[src/rtl/bpq_pkg.sv]
// Buzzer pattern queue: shared types, constants and controller states.
// No dependencies; imported by every module of the block except bpq_ram.
`timescale 1ns / 1ps
`default_nettype none

package bpq_pkg;

	// Default queue depth, handed to the top-level parameter
	localparam int QUEUE_DEPTH_DEF = 4;

	// Field widths
	localparam int TOTAL_W  = 16;
	localparam int PHASE_W  = 8;
	localparam int PERIOD_W = 10;

	// Operation codes
	localparam logic OP_TICK    = 1'b0;
	localparam logic OP_ENQUEUE = 1'b1;

	// Input beat
	typedef struct packed {
		logic               op;
		logic [TOTAL_W-1:0] total_ticks;
		logic [PHASE_W-1:0] first_on;
		logic [PHASE_W-1:0] first_off;
		logic [PHASE_W-1:0] second_on;
		logic [PHASE_W-1:0] second_off;
	} in_beat_t;

	// Result beat
	typedef struct packed {
		logic buzzer_level;
		logic enqueue_accepted;
		logic pattern_finished;
		logic queue_full;
		logic queue_empty;
	} out_beat_t;

	// One stored pattern
	typedef struct packed {
		logic [TOTAL_W-1:0]  total;
		logic [PHASE_W-1:0]  on1;
		logic [PHASE_W-1:0]  off1;
		logic [PHASE_W-1:0]  on2;
		logic [PHASE_W-1:0]  off2;
		logic [PERIOD_W-1:0] period;
	} entry_t;

	localparam int ENTRY_W = $bits(entry_t);

	// Controller states
	typedef enum logic [1:0] {
		ST_IDLE,
		ST_TICK,
		ST_OUT
	} state_t;

	// Commands from controller to datapath
	typedef struct packed {
		logic enq;   // store the input pattern
		logic tick;  // advance the head pattern by one tick
		logic hold;  // report state unchanged (tick on an empty queue)
	} cmd_t;

endpackage

`default_nettype wire

[src/rtl/bpq_ram.sv]
// Generic single-write, single-read RAM with registered read data.
// No dependencies.
`timescale 1ns / 1ps
`default_nettype none

module bpq_ram #(
	parameter int WIDTH = 8,
	parameter int DEPTH = 4
) (
	input  wire logic                     clk,
	input  wire logic                     we,
	input  wire logic [$clog2(DEPTH)-1:0] waddr,
	input  wire logic [WIDTH-1:0]         wdata,
	input  wire logic [$clog2(DEPTH)-1:0] raddr,
	output logic      [WIDTH-1:0]         rdata
);

	logic [WIDTH-1:0] mem_q [DEPTH];

	// Write port and registered read port
	always_ff @(posedge clk) begin
		if (we) begin
			mem_q[waddr] <= wdata;
		end
		rdata <= mem_q[raddr];
	end

endmodule

`default_nettype wire

[src/rtl/bpq_ctrl.sv]
// Buzzer pattern queue controller: sequences accept, head read, update, result.
// Depends on bpq_pkg.
`timescale 1ns / 1ps
`default_nettype none

module bpq_ctrl
	import bpq_pkg::*;
(
	input  wire logic     clk,
	input  wire logic     arst_n,
	input  wire logic     in_valid,
	output logic          in_ready,
	input  wire logic     in_op,
	output logic          out_valid,
	input  wire logic     out_ready,
	input  wire logic     has_pattern,
	output cmd_t          cmd
);

	state_t state_q, state_nx;

	// State register
	always_ff @(posedge clk or negedge arst_n) begin
		if (!arst_n) begin
			state_q <= ST_IDLE;
		end else begin
			state_q <= state_nx;
		end
	end

	// Next state and commands
	always_comb begin
		state_nx  = state_q;
		cmd       = '0;
		in_ready  = 1'b0;
		out_valid = 1'b0;
		case (state_q)
			ST_IDLE: begin
				in_ready = 1'b1;
				if (in_valid) begin
					if (in_op == OP_ENQUEUE) begin
						cmd.enq  = 1'b1;
						state_nx = ST_OUT;
					end else if (has_pattern) begin
						// head entry is read this cycle, used next cycle
						state_nx = ST_TICK;
					end else begin
						cmd.hold = 1'b1;
						state_nx = ST_OUT;
					end
				end
			end
			ST_TICK: begin
				cmd.tick = 1'b1;
				state_nx = ST_OUT;
			end
			ST_OUT: begin
				out_valid = 1'b1;
				if (out_ready) begin
					state_nx = ST_IDLE;
				end
			end
			default: begin
				state_nx = ST_IDLE;
			end
		endcase
	end

endmodule

`default_nettype wire

[src/rtl/bpq_dp.sv]
// Buzzer pattern queue datapath: queue pointers, pattern RAM, phase logic, result.
// Depends on bpq_pkg and bpq_ram.
`timescale 1ns / 1ps
`default_nettype none

module bpq_dp
	import bpq_pkg::*;
#(
	parameter int QUEUE_DEPTH = QUEUE_DEPTH_DEF
) (
	input  wire logic      clk,
	input  wire logic      arst_n,
	input  wire cmd_t      cmd,
	input  wire in_beat_t  in_data,
	output logic           has_pattern,
	output out_beat_t      out_data
);

	localparam int IDX_W = $clog2(QUEUE_DEPTH);

	logic [IDX_W-1:0]    head_q, head_nx, tail_q, tail_nx;
	logic                full_q, full_nx;
	logic [TOTAL_W-1:0]  elapsed_q, elapsed_nx;
	logic [PERIOD_W-1:0] phase_q, phase_nx;
	logic                drive_q, drive_nx;
	out_beat_t           res_q, res_nx;

	entry_t              wr_entry, rd_entry;
	logic                ram_we;
	logic                accepted, finished;

	logic [PHASE_W:0]    first_len;
	logic [PERIOD_W-1:0] second_end;
	logic [PERIOD_W:0]   phase_inc;
	logic [TOTAL_W-1:0]  elapsed_inc;

	function automatic logic [IDX_W-1:0] next_slot(input logic [IDX_W-1:0] idx);
		return (idx == IDX_W'(QUEUE_DEPTH - 1)) ? '0 : idx + 1'b1;
	endfunction

	assign has_pattern = (head_q != tail_q) || full_q;

	// Pattern to store, with its period
	always_comb begin
		wr_entry.total  = in_data.total_ticks;
		wr_entry.on1    = in_data.first_on;
		wr_entry.off1   = in_data.first_off;
		wr_entry.on2    = in_data.second_on;
		wr_entry.off2   = in_data.second_off;
		wr_entry.period = PERIOD_W'(in_data.first_on) + PERIOD_W'(in_data.first_off)
			+ PERIOD_W'(in_data.second_on) + PERIOD_W'(in_data.second_off);
	end

	// Pattern store; the head entry is read every cycle
	bpq_ram #(
		.WIDTH(ENTRY_W),
		.DEPTH(QUEUE_DEPTH)
	) u_ram (
		.clk  (clk),
		.we   (ram_we),
		.waddr(tail_q),
		.wdata(wr_entry),
		.raddr(head_q),
		.rdata(rd_entry)
	);

	// Phase edge arithmetic on the head entry
	assign first_len   = {1'b0, rd_entry.on1} + {1'b0, rd_entry.off1};
	assign second_end  = PERIOD_W'(first_len) + PERIOD_W'(rd_entry.on2);
	assign phase_inc   = {1'b0, phase_q} + 1'b1;
	assign elapsed_inc = elapsed_q + 1'b1;

	// Next state for enqueue and tick
	always_comb begin
		head_nx    = head_q;
		tail_nx    = tail_q;
		full_nx    = full_q;
		elapsed_nx = elapsed_q;
		phase_nx   = phase_q;
		drive_nx   = drive_q;
		ram_we     = 1'b0;
		accepted   = 1'b0;
		finished   = 1'b0;

		if (cmd.enq) begin
			if ((in_data.total_ticks != '0) && !full_q) begin
				accepted = 1'b1;
				ram_we   = 1'b1;
				tail_nx  = next_slot(tail_q);
				full_nx  = (next_slot(tail_q) == head_q);
			end
		end

		if (cmd.tick) begin
			// level change at the phase edges
			if (phase_q < PERIOD_W'(first_len)) begin
				if (phase_q == '0) begin
					drive_nx = (rd_entry.on1 != '0);
				end else if (phase_q == PERIOD_W'(rd_entry.on1)) begin
					drive_nx = 1'b0;
				end
			end else begin
				if (phase_q == PERIOD_W'(first_len)) begin
					if (rd_entry.on2 != '0) begin
						drive_nx = 1'b1;
					end
				end else if (phase_q == second_end) begin
					drive_nx = 1'b0;
				end
			end

			// phase counter wraps at the period
			if (rd_entry.period != '0) begin
				phase_nx = (phase_inc >= {1'b0, rd_entry.period}) ? '0
					: phase_inc[PERIOD_W-1:0];
			end else begin
				phase_nx = '0;
			end

			// pattern end drops the head
			elapsed_nx = elapsed_inc;
			if (elapsed_inc >= rd_entry.total) begin
				drive_nx   = 1'b0;
				head_nx    = next_slot(head_q);
				elapsed_nx = '0;
				phase_nx   = '0;
				full_nx    = 1'b0;
				finished   = 1'b1;
			end
		end
	end

	// Result of this item
	always_comb begin
		res_nx.buzzer_level     = drive_nx;
		res_nx.enqueue_accepted = accepted;
		res_nx.pattern_finished = finished;
		res_nx.queue_full       = full_nx;
		res_nx.queue_empty      = !((head_nx != tail_nx) || full_nx);
	end

	// Queue and player state
	always_ff @(posedge clk or negedge arst_n) begin
		if (!arst_n) begin
			head_q    <= '0;
			tail_q    <= '0;
			full_q    <= 1'b0;
			elapsed_q <= '0;
			phase_q   <= '0;
			drive_q   <= 1'b0;
		end else begin
			head_q    <= head_nx;
			tail_q    <= tail_nx;
			full_q    <= full_nx;
			elapsed_q <= elapsed_nx;
			phase_q   <= phase_nx;
			drive_q   <= drive_nx;
		end
	end

	// Result register, held while the receiver stalls
	always_ff @(posedge clk) begin
		if (cmd.enq || cmd.tick || cmd.hold) begin
			res_q <= res_nx;
		end
	end

	assign out_data = res_q;

endmodule

`default_nettype wire

[src/rtl/buzzer_pattern_queue_unit.sv]
// Buzzer pattern queue top level: controller plus datapath.
// Depends on bpq_pkg, bpq_ctrl, bpq_dp (and bpq_ram through bpq_dp).
//
// Usage:
//   Input channel (in_valid/in_ready/in_data) carries one beat per item:
//   op = enqueue stores a pattern at the queue tail; op = tick advances the
//   head pattern by one time tick. Output channel (out_valid/out_ready/
//   out_data) returns exactly one result beat per input beat, in order.
//   An enqueue, or a tick on an empty queue, shows its result in the cycle
//   after acceptance; a tick on a busy queue passes through ST_TICK first,
//   since the head pattern is fetched from the registered-read pattern RAM.
//   Items are taken one at a time: an enqueue or idle tick passes through
//   ST_IDLE and ST_OUT, a playing tick through ST_IDLE, ST_TICK, ST_OUT.
//   A stalled receiver holds the result beat and keeps in_ready low.
//   Reset (arst_n low) empties the queue, turns the buzzer off and clears
//   the phase and elapsed counters; the pattern RAM needs no clearing since
//   an entry is read only after it has been written.
`timescale 1ns / 1ps
`default_nettype none

module buzzer_pattern_queue_unit
	import bpq_pkg::*;
#(
	parameter int QUEUE_DEPTH = QUEUE_DEPTH_DEF
) (
	input  wire logic     clk,
	input  wire logic     arst_n,
	input  wire logic     in_valid,
	output logic          in_ready,
	input  wire in_beat_t in_data,
	output logic          out_valid,
	input  wire logic     out_ready,
	output out_beat_t     out_data
);

	cmd_t cmd;
	logic has_pattern;

	bpq_ctrl u_ctrl (
		.clk        (clk),
		.arst_n     (arst_n),
		.in_valid   (in_valid),
		.in_ready   (in_ready),
		.in_op      (in_data.op),
		.out_valid  (out_valid),
		.out_ready  (out_ready),
		.has_pattern(has_pattern),
		.cmd        (cmd)
	);

	bpq_dp #(
		.QUEUE_DEPTH(QUEUE_DEPTH)
	) u_dp (
		.clk        (clk),
		.arst_n     (arst_n),
		.cmd        (cmd),
		.in_data    (in_data),
		.has_pattern(has_pattern),
		.out_data   (out_data)
	);

endmodule

`default_nettype wire
[config.mk]
export PLATFORM = sky130hd
export DESIGN_NAME = buzzer_pattern_queue_unit
export DESIGN_NICKNAME = d
export VERILOG_FILES = /design/src/rtl/bpq_pkg.sv /design/src/rtl/bpq_ram.sv /design/src/rtl/bpq_ctrl.sv /design/src/rtl/bpq_dp.sv /design/src/rtl/buzzer_pattern_queue_unit.sv
export SDC_FILE = /design/constraint.sdc
export NUM_CORES = 1
export LEC_CHECK = 0
export ABC_AREA = 1
export BUFFER_PORTS_ARGS = -buffer_cell sky130_fd_sc_hd__buf_2
export CAP_MARGIN = 20
export CORE_ASPECT_RATIO = 1.2
export CORE_MARGIN = 2
export CORE_UTILIZATION = 29
export DETAILED_ROUTE_END_ITERATION = 12
export SETUP_SLACK_MARGIN = 0.3
export SLEW_MARGIN = 20
export SYNTH_ARGS = -nofsm -noshare
export SYNTH_HDL_FRONTEND = slang
export SYNTH_SLANG_ARGS = --single-unit
export TNS_END_PERCENT = 1
[constraint.sdc]
create_clock -name clk -period 7.4 [get_ports clk]
set_input_delay 1.11 -clock clk [delete_from_list [all_inputs] [get_ports clk]]
set_output_delay 1.11 -clock clk [all_outputs]
set_load 0.01 [all_outputs]
Word level (Yosys, flattened, before mapping)
Memories as Yosys holds them, arrays and structs flattened. A register that Yosys moved wholly into a read port is not among the register bits.
Index checks and enable logic that the tools add are counted.
{ "classes": {"n_addsub": 9, "n_lt_le_gt_ge": 3, "eq_ne": 12, "n_mux": 42, "n_reduce_logical": 14} }
{ "ops": {"columns": ["op", "n"], "rows": [
  ["10-bit two-way mux", 3],
  ["1-bit two-way mux", 27],
  ["10-bit by 8-bit adder with 10-bit output", 2],
  ["2-bit two-way mux", 10],
  ["8-bit by 8-bit adder with 9-bit output", 2],
  ["16-bit by 1-bit adder with 16-bit output (second input constant)", 1],
  ["16-bit >= comparator", 1],
  ["16-bit two-way mux", 1],
  ["16-bit nonzero test", 1],
  ["8-bit nonzero test", 2],
  ["10-bit by 1-bit adder with 11-bit output (second input constant)", 1],
  ["11-bit by 10-bit >= comparator with 1-bit output", 1],
  ["9-bit by 8-bit adder with 10-bit output", 1],
  ["10-bit == test", 1],
  ["10-bit by 8-bit == test with 1-bit output", 1],
  ["10-bit by 9-bit == test with 1-bit output", 1],
  ["10-bit logical NOT", 1],
  ["10-bit by 9-bit less-than comparator with 1-bit output", 1],
  ["10-bit nonzero test", 1],
  ["2-bit == test (second input constant)", 3],
  ["2-bit case mux with 3 select lines", 1],
  ["2-bit by 1-bit adder with 2-bit output (second input constant)", 2],
  ["1-bit logical OR", 4],
  ["2-bit != test", 2],
  ["7 further kinds", 9]
]} }
{ "totals": {"ff_bits": 39, "ram_bits": 232, "in_bits": 53, "output_inout_bits": 7, "elab_cells": 93, "n_memories": 1} }
{ "mem_list": {"columns": ["name", "depth", "word_bits", "read_ports", "rd_clocked_by_memory_dff", "wr", "line", "text"], "rows": [
  ["u_dp.u_ram.mem_q", 4, 58, 1, 1, 1, "bpq_ram.sv:18", "logic [WIDTH-1:0] mem_q [DEPTH];"]
]} }

Depth between registers and ports, before layout
Gate-level depths: netlist of run 1.
{ "logic_depth": {"word_depth": 9, "ltp_mapped": 24, "ltp_nobuf": 24} }

Hierarchy
Synthesis of run 1 repeated with hierarchy kept, for this count alone.
{ "hier_totals": {"cells_unflattened": 1655, "hier_area_um2": 15777.6} }
{ "by_module_without_submodules": {"columns": ["module", "n_inst", "cells_each", "area_per_inst_um2", "seq_area_each_um2"], "rows": [
  ["bpq_ram", 1, 975, 10941.7, 8127.8],
  ["bpq_dp", 1, 658, 4699.5, 950.9],
  ["bpq_ctrl", 1, 22, 136.4, 50.0]
]} }

Least setup slack after synthesis of run 1
OpenSTA, ideal clock, no wires.
{ "synth_path": {"path_type": "input to register", "from": "input in_data[47] (netlist bit)", "to": "memory u_dp.u_ram.mem_q[0][0] (netlist bit) (enable)", "setup_time_ns": 0.458, "t_arrival_ns": 3.697, "required_time_ns": 6.942, "path_slack_ns": 3.245, "cell_stages": 6, "path_buffers": 0, "cell_sequence": "nor2_1 nand2_1 nor2_1 a21oi_1 nand2_1 nor2_1"} }
{ "synth_between": {"elab_chain_cells": 6} }
{ "synth_rtl": {"columns": ["element", "line", "text"], "rows": [
  ["start: declaration", "buzzer_pattern_queue_unit.sv:30", "input wire in_beat_t in_data,"],
  ["16-bit nonzero test", "bpq_dp.sv:86", "if ((in_data.total_ticks != '0) && !full_q) begin"],
  ["1-bit logical AND", "bpq_dp.sv:86", null],
  ["1-bit two-way mux", "bpq_dp.sv:86", null],
  ["1-bit two-way mux", null, null],
  ["1-bit two-way mux", "bpq_ram.sv:22", "if (we) begin"],
  ["1-bit two-way mux (not written as such)", "bpq_ram.sv:23", "mem_q[waddr] <= wdata;"],
  ["end: declaration", "bpq_ram.sv:18", null]
]} }
Every way passes these cells.

Final worst setup path of run 1
{ "layout_path": {"from": "input in_data[16] (netlist bit)", "to": "memory u_dp.u_ram.mem_q[1][9] (netlist bit), data pin"} }
{ "layout_between": {"elab_chain_cells": 3} }
{ "layout_rtl": {"columns": ["element", "line", "text"], "rows": [
  ["8-bit by 8-bit adder with 9-bit output", "bpq_dp.sv:50", "wr_entry.period = PERIOD_W'(in_data.first_on) + PERIOD_W'(in_data.first_off)"],
  ["10-bit by 8-bit adder with 10-bit output (2 in a row)", "bpq_dp.sv:51", "+ PERIOD_W'(in_data.second_on) + PERIOD_W'(in_data.second_off);"],
  ["net u_dp.u_ram.wdata[9]", "bpq_ram.sv:13", "input wire logic [WIDTH-1:0] wdata,"]
]} }
The timed path passes the listed nets, and every way through them passes these cells.

==> results of run 1 <==
[sequential cells by signal, summed over array words and instances (netlist names)]
name / count
u_ctrl.state_q: 2
u_dp.drive_q: 1
u_dp.elapsed_q: 16
u_dp.full_q: 1
u_dp.head_q: 2
u_dp.out_data: 5
u_dp.phase_q: 10
u_dp.tail_q: 2
u_dp.u_ram.mem_q: 200
u_dp.u_ram.rdata: 50
[worst min path at each step]
| stage | slack [ns] | endpoint | startpoint | cells after the start |
|---|---|---|---|---|
| 3_3_place_gp | 0.48 | u_dp.u_ram.rdata[42] | u_dp.u_ram.mem_q[0][42] | 2 |
| 5_1_grt | 0.52 | u_dp.u_ram.rdata[33] | u_dp.u_ram.mem_q[0][33] | 2 |
| 3_5_place_dp | 0.49 | u_dp.u_ram.rdata[7] | u_dp.u_ram.mem_q[0][7] | 2 |
| 4_1_cts | 0.49 | u_dp.u_ram.rdata[33] | u_dp.u_ram.mem_q[0][33] | 2 |
| 2_1_floorplan | 0.47 | u_dp.u_ram.rdata[0] | u_dp.u_ram.mem_q[0][0] | 2 |
| 6_report | 0.50 | u_dp.u_ram.rdata[46] | u_dp.u_ram.mem_q[0][46] | 2 |
[layout by cell type, fill, tap and decap left out, types with 2 or more instances in the layout]
master / count
ha_1: 77
dfrtp_1: 33
buf_2: 59
inv_1: 170
bufinv_16: 5
fa_1: 12
nand3_1: 47
a21oi_1: 40
xor2_1: 33
dfxtp_1: 50
o22ai_1: 64
edfxtp_1: 205
o21bai_1: 5
clkinv_2: 3
nor2_4: 6
nand2_1: 149
nand3b_1: 5
nor2_2: 2
o21ai_1: 15
clkbuf_16: 27
o21ai_0: 118
inv_2: 11
buf_4: 8
o221ai_1: 2
nand4_1: 9
nor3_1: 11
xnor2_1: 6
nor4_1: 7
nor3_2: 5
clkbuf_1: 2
clkinv_1: 7
clkbuf_8: 2
clkinv_4: 3
nor2_1: 157
[power groups by stage]
stage	Combinational [W]	Clock [W]	Sequential, W
after floorplan	0.000437	0	0.00194
after global placement	0.000612	0	0.00195
after detailed placement	0.000629	0	0.00195
after CTS	0.000634	0.00148	0.00192
after global routing	0.000716	0.00155	0.00193
final	0.000626	0.00145	0.00192
[per-layer routing]
layer,up-vias,global-route usage,share of wire
met5,-,0,0
met4,0,0.0384,0.019
met3,36,0.0127,0.024
met2,130,0.236,0.52
met1,4398,0.151,0.43
li1,4534,-,-
[metrics by stage]
step	hold slack [ns]	worst slack, ns
final	0.499	3.53
after global routing	0.523	3.28
after CTS	0.489	3.54
after detailed placement	0.486	2.98
after global placement	0.483	3.05
after floorplan	0.472	3.25
[worst reg2reg max path: cells and delay by family (launching register included)]
| kind | cells | cell delay, ns |
|---|---|---|
| flops | 1 | 0.42 |
| xor+xnor | 2 | 0.64 |
| compound gates | 2 | 0.32 |
| fa+ha+maj | 3 | 1.00 |
| buf+inv | 2 | 0.11 |
| simple gates | 11 | 1.01 |
[kinds of logic (layout without fill, tap and decap cells)]
| kind of cell | count (synthesis) | count (layout) | share of synthesized area |
|---|---|---|---|
| AO/OA/AOI/OAI | 250 | 250 | 0.102 |
| adder cells (fa/ha/maj) | 89 | 89 | 0.0891 |
| flip-flops | 289 | 289 | 0.593 |
| XOR/XNOR | 40 | 40 | 0.0273 |
| buffers and inverters | 220 | 300 | 0.0612 |
| AND/OR/NAND/NOR | 404 | 404 | 0.128 |
[final cells by class]
class	count	share of cell area
Sequential cell	289	0.518
Inverter	183	0.0444
Clock buffer	31	0.0459
Clock inverter	19	0.0150
Timing Repair Buffer	67	0.0230
Tap cell	616	0.0498
Multi-Input combinational cell	783	0.304
==> flow_metrics.py, run 1 <==
metrics = {
    "logic_synthesis": {
        "synth_ff_type": "edfxtp_1",
        "avgSynthCellArea_um2": 10.5,
        "yosysTopAreaCellShare": 0.456,
        "mappedNetlistArea_um2": 13500,
        "syn_nets": 1434,
        "yosysWarnings": 0,
        "seq_area_frac_synth": 0.593,
        "synth.most_common_cell": "edfxtp_1",
        "ys_types": 41,
        "postSynthRegisterBits": 289,
        "synthCells": 1292,
        "synth_area_leader_cell": "edfxtp_1",
        "async_flop_share": 0.118,
        "synth_edf_count": 205,
        "synth_common_cells": "205 x edfxtp_1, 172 x inv_1, 162 x nor2_1, 149 x nand2_1, 118 x o21ai_0",
        "netlist_top_cells_area": "edfxtp_1 46%, dfxtp_1 7.4%, ha_1 7.1%, dfrtp_1 6.3%, inv_1 4.8%",
    },
    "routing": {
        "drt-total-wl_mm": 30.3,
        "drt_iter0_drc": 610,
        "drtAntennaViolNets": 0,
        "routed_via_density": 4.58,
        "wl_per_cell_um": 15.2,
        "vias": 9098,
        "drcViolationCount": 0,
        "first_pass_iters": 5,
    },
    "clocking": {
        "clk_latency_ns": 0.54,
        "cts-buffers-inserted": 27,
        "cts_max_level": 1,
        "postCtsHoldBufs": 0,
        "cts_resized": 0,
        "clock-sinks": 289,
        "path_clk_slew_ns": 0.06,
        "clock_path_buffers": 3,
        "cts-root-buf": "clkbuf_16",
        "cts_tree": "built",
        "post-cts-setup-buffers": 0,
    },
    "sta": {
        "relSlewSlack": 0.352,
        "hold_violations": 0,
        "finalCritPeriodShare": 0.523,
        "skew_ns": 0.00762,
        "maxSlewViolCount": 0,
        "setup_tns_ns": 0,
        "max_freq_mhz": 258,
        "worst_pin_slew_ns": 0.972,
        "finalSetupViolations": 0,
        "rsz0062_at_grt": "no",
        "period_minus_slack_ns": 3.87,
    },
    "cells_and_area": {
        "fill_cells": 4604,
        "fin_nets": 1493,
        "final_util": 0.337,
        "drive_gt1_frac": 0.104,
        "areaGrowthSynthToFinish_pct": 14.5,
        "finalInstanceArea_um2": 15500,
        "final_cells": 1988,
        "register_area_um2": 8010,
        "diodes": 0,
        "multiInputGateArea_um2": 4700,
    },
    "worst_setup_path": {
        "r2r-start": "u_dp.u_ram.rdata[34]",
        "ff2ff_setup_slack_ns": 3.67,
        "max_stage_delay_ns": 0.49,
        "critPathLaunchType": "input pin",
        "cp_data_arrival_time_ns": 4.23,
        "cp_max_fo": 5,
        "crit_end": "u_dp.u_ram.mem_q[1][9]",
        "crit_top_cell": "nor2_1",
        "path_cells": "buf_2 -> ha_1 -> fa_1 -> nand3_1 -> nand2_1 -> xor2_1 -> fa_1 -> inv_1 -> ha_1 -> nand2_1 -> o21ai_0 -> a21oi_1 -> nor2_1 -> nor2_1 -> nor2_1 -> nor2_1 -> o21bai_1",
        "crit_type": "input pin to flop",
        "path_buf_inv": 2,
        "cp_top_family": "adder cells",
        "cp_slowest_cell": "fa_1",
        "timing.critical_path.depth": 17,
        "cp.required_ns": 7.75,
        "worstSetupStartpoint": "in_data[16]",
        "rr_worst_depth": 20,
        "regToRegEndpoint": "u_dp.out_data[4]",
        "worst_setup_path_end_kind": "flop",
    },
    "place": {
        "dp_hpwl_mm": 20.9,
        "port_buffers": 59,
        "place_congestion": 0.829,
        "place_inst": 1938,
        "placed_area_um2": 14500,
    },
    "global_routing": {
        "grt_pass1_vias": 9034,
        "antenna_found_initial": 0,
        "grt_max_degree": 92,
        "grtUsageTotal": 0.126,
        "grt.overflow.total": 0,
        "grt_pass1_wl_mm": 48.2,
    },
    "pwr": {
        "irDropWorstVdd_mv": 0.212,
        "power_frac_comb": 0.157,
        "cell_internal_pwr_w": 0.00294,
        "pwr-share-clk": 0.363,
        "p_leak_nw": 6.43,
        "power_w": 0.00399,
        "share_seq_of_total_power": 0.481,
        "switching_power_w": 0.00105,
        "p_per_area_nw_per_um2": 258,
        "netSwitchingFraction": 0.262,
    },
    "floorplan": {
        "fp.coreArea_um2": 45900,
        "start_util": 0.294,
        "die_x_um": 201,
        "io_pins": 60,
        "die_area_um2": 48300,
        "num_rows": 86,
        "dieHeight_um": 240,
    },
    "run": {
        "maxCapViolCount": 0,
    },
    "run_status": {
        "outcome": "completed",
    },
    "min_path": {
        "min-delay-path-class": "flop to flop",
    },
}
No activity file was read; power rests on OpenSTA's default activity.
==> run 2, diff against run 1 <==
Settings changed: ABC_AREA 1 to 0.
Clock period 7.4 ns to 4.05 ns, I/O delays scaled along.
==> flow_metrics.py, run 2 <==
metrics = {
    "worst_setup_path": {
        "cp_data_arrival_time_ns": 3.84,
        "worst_setup_path_end_kind": "flop",
        "crit_type": "flop to flop",
        "ff2ff_setup_slack_ns": 0.49,
        "path_cells": "ha_1 -> inv_1 -> fa_1 -> nor2b_1 -> o21ai_1 -> a21oi_2 -> nor2_1 -> xnor2_2 -> ha_1 -> nand2_1 -> o21a_1 -> a31oi_4 -> a21oi_1 -> or4bb_1 -> o211ai_1 -> o21ai_1",
        "cp_max_fo": 3,
        "cp_slowest_cell": "or4bb_1",
        "cp.required_ns": 4.32,
        "critPathLaunchType": "flop",
        "max_stage_delay_ns": 0.48,
    },
    "logic_synthesis": {
        "synth_edf_count": 205,
        "async_flop_share": 0.118,
        "synth_ff_type": "edfxtp_1",
        "yosysWarnings": 0,
        "netlist_top_cells_area": "edfxtp_1 47%, mux4_2 8.6%, dfxtp_1 7.7%, ha_1 7.4%, dfrtp_1 6.5%",
        "synth.most_common_cell": "edfxtp_1",
        "synth_area_leader_cell": "edfxtp_1",
        "synth_common_cells": "205 x edfxtp_1, 83 x inv_1, 77 x ha_1, 50 x dfxtp_1, 50 x mux4_2",
        "avgSynthCellArea_um2": 14.4,
        "yosysTopAreaCellShare": 0.471,
        "synthCells": 905,
        "postSynthRegisterBits": 289,
        "ys_types": 56,
        "syn_nets": 1047,
        "mappedNetlistArea_um2": 13100,
        "seq_area_frac_synth": 0.613,
    },
    "routing": {
        "drcViolationCount": 0,
        "drt-total-wl_mm": 26.9,
        "top_layer": "met4",
        "vias": 7291,
        "first_pass_iters": 4,
        "wl_met3_um": 827,
        "drtAntennaViolNets": 0,
        "wl_met1_mm": 11.7,
        "wl_per_cell_um": 17.2,
        "route.met2.wl_mm": 13.5,
        "routed_via_density": 4.66,
        "drt_iter0_drc": 421,
    },
    "clocking": {
        "postCtsHoldBufs": 0,
        "cts_tree": "built",
        "cts-buffers-inserted": 27,
        "clk_latency_ns": 0.54,
        "clock_path_buffers": 3,
        "clock-sinks": 289,
        "cts_max_level": 1,
        "path_clk_slew_ns": 0.06,
        "cts-root-buf": "clkbuf_16",
    },
    "pwr": {
        "irDropWorstVdd_mv": 0.261,
        "p_leak_nw": 5.71,
        "p_per_area_nw_per_um2": 469,
    },
    "floorplan": {
        "num_rows": 85,
        "die_area_um2": 46800,
        "start_util": 0.292,
        "fp.coreArea_um2": 44700,
        "die_x_um": 198,
        "dieHeight_um": 236,
        "io_pins": 60,
    },
    "sta": {
        "worst_pin_slew_ns": 0.996,
        "holdWs_ns": 0.160,
        "skew_ns": 0.0148,
        "hold_violations": 0,
        "period_minus_slack_ns": 3.56,
        "setup_tns_ns": 0,
        "relSlewSlack": 0.336,
        "finalCritPeriodShare": 0.880,
        "finalSetupViolations": 0,
        "max_freq_mhz": 281,
        "maxSlewViolCount": 0,
        "rsz0062_at_grt": "yes",
    },
    "place": {
        "place_congestion": 0.838,
        "dp_hpwl_mm": 18.0,
        "port_buffers": 59,
        "place_inst": 1512,
    },
    "global_routing": {
        "grt.overflow.total": 0,
        "grtUsageTotal": 0.118,
        "grt_pass1_wl_mm": 43.0,
        "grt_max_degree": 51,
        "grt_pass1_vias": 7622,
        "antenna_found_initial": 0,
    },
    "cells_and_area": {
        "largest_register": "u_dp.u_ram.mem_q",
        "reg_top3": "u_dp.u_ram.mem_q: 200 flops, u_dp.u_ram.rdata: 50 flops, u_dp.elapsed_q: 16 flops",
        "final_cells": 1564,
        "drive_gt1_frac": 0.187,
        "fin_nets": 1121,
        "final_cell_mix": "205 x edfxtp_1, 83 x inv_1, 76 x ha_1, 59 x buf_2",
        "largest_register_ffs": 200,
        "fill_cells": 4331,
        "areaGrowthSynthToFinish_pct": 14.7,
        "diodes": 0,
        "layout_commonest_cell": "edfxtp_1",
    },
    "run": {
        "maxCapViolCount": 0,
    },
    "min_path": {
        "min-delay-path-class": "input pin to asynchronous set/reset pin",
    },
    "run_status": {
        "outcome": "completed",
    },
}
## run 2: cell count changes after synthesis, sizes merged, moves of 50 or more
cell and change:
mux4 +50, inv -98, o22ai -64, nor2 -139
o21ai -94, nand2 -101
## run 2: per-layer routing
metal | track usage | vias up
li1 | - | 3489
met1 | 0.148 | 3648
met2 | 0.207 | 111
met3 | 0.0154 | 43
met4 | 0.0460 | 0
met5 | 0 | -
## run 2: layout make-up
cell class	instances	area [µm²]	share of cell area
Inverter	83	312	0.0208
Clock buffer	33	718	0.0480
Timing Repair Buffer	73	400	0.0267
Clock inverter	16	108	0.00719
Sequential cell	289	8020	0.535
Tap cell	565	707	0.0472
Multi-Input combinational cell	505	4710	0.315
## run 2: logic make-up (layout without fill, tap and decap cells)
family	count (synthesis)	count (layout)	synth area share
xor+xnor	68	68	0.0456
fa+ha+maj	89	89	0.0922
flops	289	289	0.613
buf+inv	111	205	0.0323
compound gates	126	126	0.0627
mux	52	52	0.0879
simple gates	170	170	0.0662
## run 2: power breakdown
group | total (W) | internal, W | switching [W]
sequential | 0.00354 | 0.00340 | 0.000139
combinational | 0.00111 | 0.000456 | 0.000658
clock | 0.00237 | 0.00132 | 0.00104
total | 0.00702 | 0.00518 | 0.00184
## run 2: final timing paths
path / start / end / cells after the start
max: u_dp.u_ram.rdata[34] / u_dp.out_data[4] / 16
max reg2reg: u_dp.u_ram.rdata[34] / u_dp.out_data[4] / 16
max in group asynchronous: arst_n / u_dp.head_q[0] / 1
min: arst_n / u_dp.elapsed_q[12] / 1
min reg2reg: u_dp.elapsed_q[4] / u_dp.elapsed_q[4] / 2
min in group clk: in_data[48] / u_ctrl.state_q[0] / 2
## run 2: per-stage QoR
| step | worst slack (ns) | utilization | total power (W) | instance area [µm²] |
|---|---|---|---|---|
| after CTS | 0.306 | 0.333 | 0.00709 | 14900 |
| final | 0.488 | 0.335 | 0.00702 | 15000 |
| after global placement | 0.167 | 0.314 | 0.00469 | 14000 |
| after floorplan | 0.523 | - | 0.00431 | 13100 |
| after global routing | 0.265 | 0.335 | 0.00739 | 15000 |
| after detailed placement | 0.153 | 0.314 | 0.00471 | 14000 |
## run 2: worst max-delay path: cells and delay by family (launching register included)
family                     cells  cell delay (ns)
AOI/OAI and AO/OA              7             1.04
xor gates and xnor gates       1             0.15
adders and majority gates      3             0.91
buffers and inverters          1             0.06
DFF                            1             0.37
and+or+nand+nor                4             0.76
## run 2: what timing repair did
action                     CTS  global route
setup buffers                0             3
gates resized for setup      0            19
setup endpoints to repair    0             3
==> run 3, diff against run 2 <==
Settings changed: RECOVER_POWER set to 100.
==> flow_metrics.py, run 3 (synthesis gave the netlist of run 2 again) <==
metrics = {
    "routing": {
        "first_pass_iters": 4,
        "drt-total-wl_mm": 26.9,
        "drt_iter0_drc": 456,
        "routed_via_density": 4.65,
        "wl_per_cell_um": 17.2,
        "drcViolationCount": 0,
        "drtAntennaViolNets": 0,
        "vias": 7279,
    },
    "sta": {
        "rsz0062_at_grt": "yes",
        "setup_tns_ns": 0,
        "worst_pin_slew_ns": 1.97,
        "relSlewSlack": -0.313,
        "maxSlewViolCount": 239,
        "max_freq_mhz": 272,
        "hold_violations": 0,
        "period_minus_slack_ns": 3.68,
        "finalSetupViolations": 0,
        "skew_ns": 0.0159,
        "finalCritPeriodShare": 0.908,
    },
    "global_routing": {
        "antenna_found_initial": 0,
        "grt.overflow.total": 0,
        "grt_max_degree": 51,
        "grt_pass1_vias": 7622,
        "grtUsageTotal": 0.118,
        "grt_pass1_wl_mm": 43.0,
    },
    "clocking": {
        "clock-sinks": 289,
        "cts-buffers-inserted": 27,
        "cts_tree": "built",
        "cts_max_level": 1,
        "clk_latency_ns": 0.54,
        "cts-root-buf": "clkbuf_16",
        "path_clk_slew_ns": 0.06,
        "postCtsHoldBufs": 0,
        "clock_path_buffers": 3,
    },
    "cells_and_area": {
        "diodes": 0,
        "reg_top3": "u_dp.u_ram.mem_q: 200 flops, u_dp.u_ram.rdata: 50 flops, u_dp.elapsed_q: 16 flops",
        "fill_cells": 4351,
        "final_cells": 1564,
        "largest_register_ffs": 200,
        "finalInstanceArea_um2": 14900,
        "final_cell_mix": "205 x edfxtp_1, 83 x inv_1, 76 x ha_1, 54 x clkbuf_1",
        "layout_commonest_cell": "edfxtp_1",
        "largest_register": "u_dp.u_ram.mem_q",
        "drive_gt1_frac": 0.134,
        "areaGrowthSynthToFinish_pct": 13.9,
        "final_util": 0.333,
        "fin_nets": 1121,
    },
    "place": {
        "dp_hpwl_mm": 18.0,
        "place_congestion": 0.838,
        "port_buffers": 59,
        "placed_area_um2": 14000,
        "place_inst": 1512,
    },
    "pwr": {
        "power_w": 0.00701,
        "p_leak_nw": 5.56,
        "irDropWorstVdd_mv": 0.261,
        "p_per_area_nw_per_um2": 471,
    },
    "run_status": {
        "outcome": "finished, violations left",
        "violations": "capacitance limit, slew limit",
    },
    "worst_setup_path": {
        "crit_end": "u_dp.out_data[4]",
        "ff2ff_setup_slack_ns": 0.37,
        "cp_data_arrival_time_ns": 3.95,
        "regToRegEndpoint": "u_dp.out_data[4]",
        "worst_setup_path_end_kind": "flop",
        "crit_type": "flop to flop",
        "r2r-start": "u_dp.u_ram.rdata[34]",
        "cp_max_fo": 4,
        "worstSetupStartpoint": "u_dp.u_ram.rdata[34]",
        "critPathLaunchType": "flop",
        "cp.required_ns": 4.32,
        "rr_worst_depth": 15,
    },
    "floorplan": {
        "start_util": 0.292,
        "die_x_um": 198,
        "fp.coreArea_um2": 44700,
        "die_area_um2": 46800,
        "dieHeight_um": 236,
        "num_rows": 85,
        "io_pins": 60,
    },
    "run": {
        "maxCapViolCount": 5,
    },
    "min_path": {
        "min-delay-path-class": "input pin to flop",
    },
}
[run 3: worst min-delay path by stage]
stage	start	cells after the start	to
finish	in_data[48]	2	u_ctrl.state_q[0]
global route	in_data[48]	2	u_ctrl.state_q[0]
CTS	arst_n	1	u_dp.elapsed_q[12]
detailed placement	u_dp.elapsed_q[8]	2	u_dp.elapsed_q[8]
global placement	u_dp.elapsed_q[8]	2	u_dp.elapsed_q[8]
floorplan	arst_n	0	u_ctrl.state_q[0]
[run 3: layout make-up]
class,instances,area (µm²),area share
Clock buffer,33,718,0.0483
Inverter,83,312,0.0209
Clock inverter,16,108,0.00723
Tap cell,565,707,0.0475
Timing Repair Buffer,73,320,0.0215
Sequential cell,289,8010,0.539
Multi-Input combinational cell,505,4700,0.316
[run 3: where the power goes]
group | internal [W] | switching [W]
sequential | 0.00340 | 0.000140
combinational | 0.000440 | 0.000658
clock | 0.00132 | 0.00104
[run 3: what timing repair did]
item,4_1_cts,5_1_grt
endpoints found under the setup margin,0,3
resized for setup,0,19
buffers inserted,0,3
[run 3: critical path: stages, from the launching register on]
cell	delay, ns
dfxtp_1	0.37
ha_1	0.19
inv_1	0.06
fa_1	0.41
nor2b_1	0.13
o21ai_1	0.11
nand2b_1	0.10
xor2_1	0.28
ha_4	0.27
nand2_1	0.08
a211oi_2	0.05
o41ai_1	0.38
xnor2_1	0.20
or4bb_1	0.51
o211ai_1	0.17
o21ai_1	0.11
[run 3: metrics by stage]
step	setup slack [ns]	hold slack, ns
2_1_floorplan	0.523	0.312
5_1_grt	0.171	0.229
3_5_place_dp	0.153	0.509
4_1_cts	0.306	0.168
6_report	0.373	0.247
3_3_place_gp	0.167	0.505
[run 3: per-layer routing]
metal  vias to the layer above  track usage  share of wire
met5                         -            0              0
met4                         0       0.0460          0.033
met3                        43       0.0154          0.029
met2                       104        0.207           0.50
met1                      3648        0.148           0.44
li1                       3484            -              -
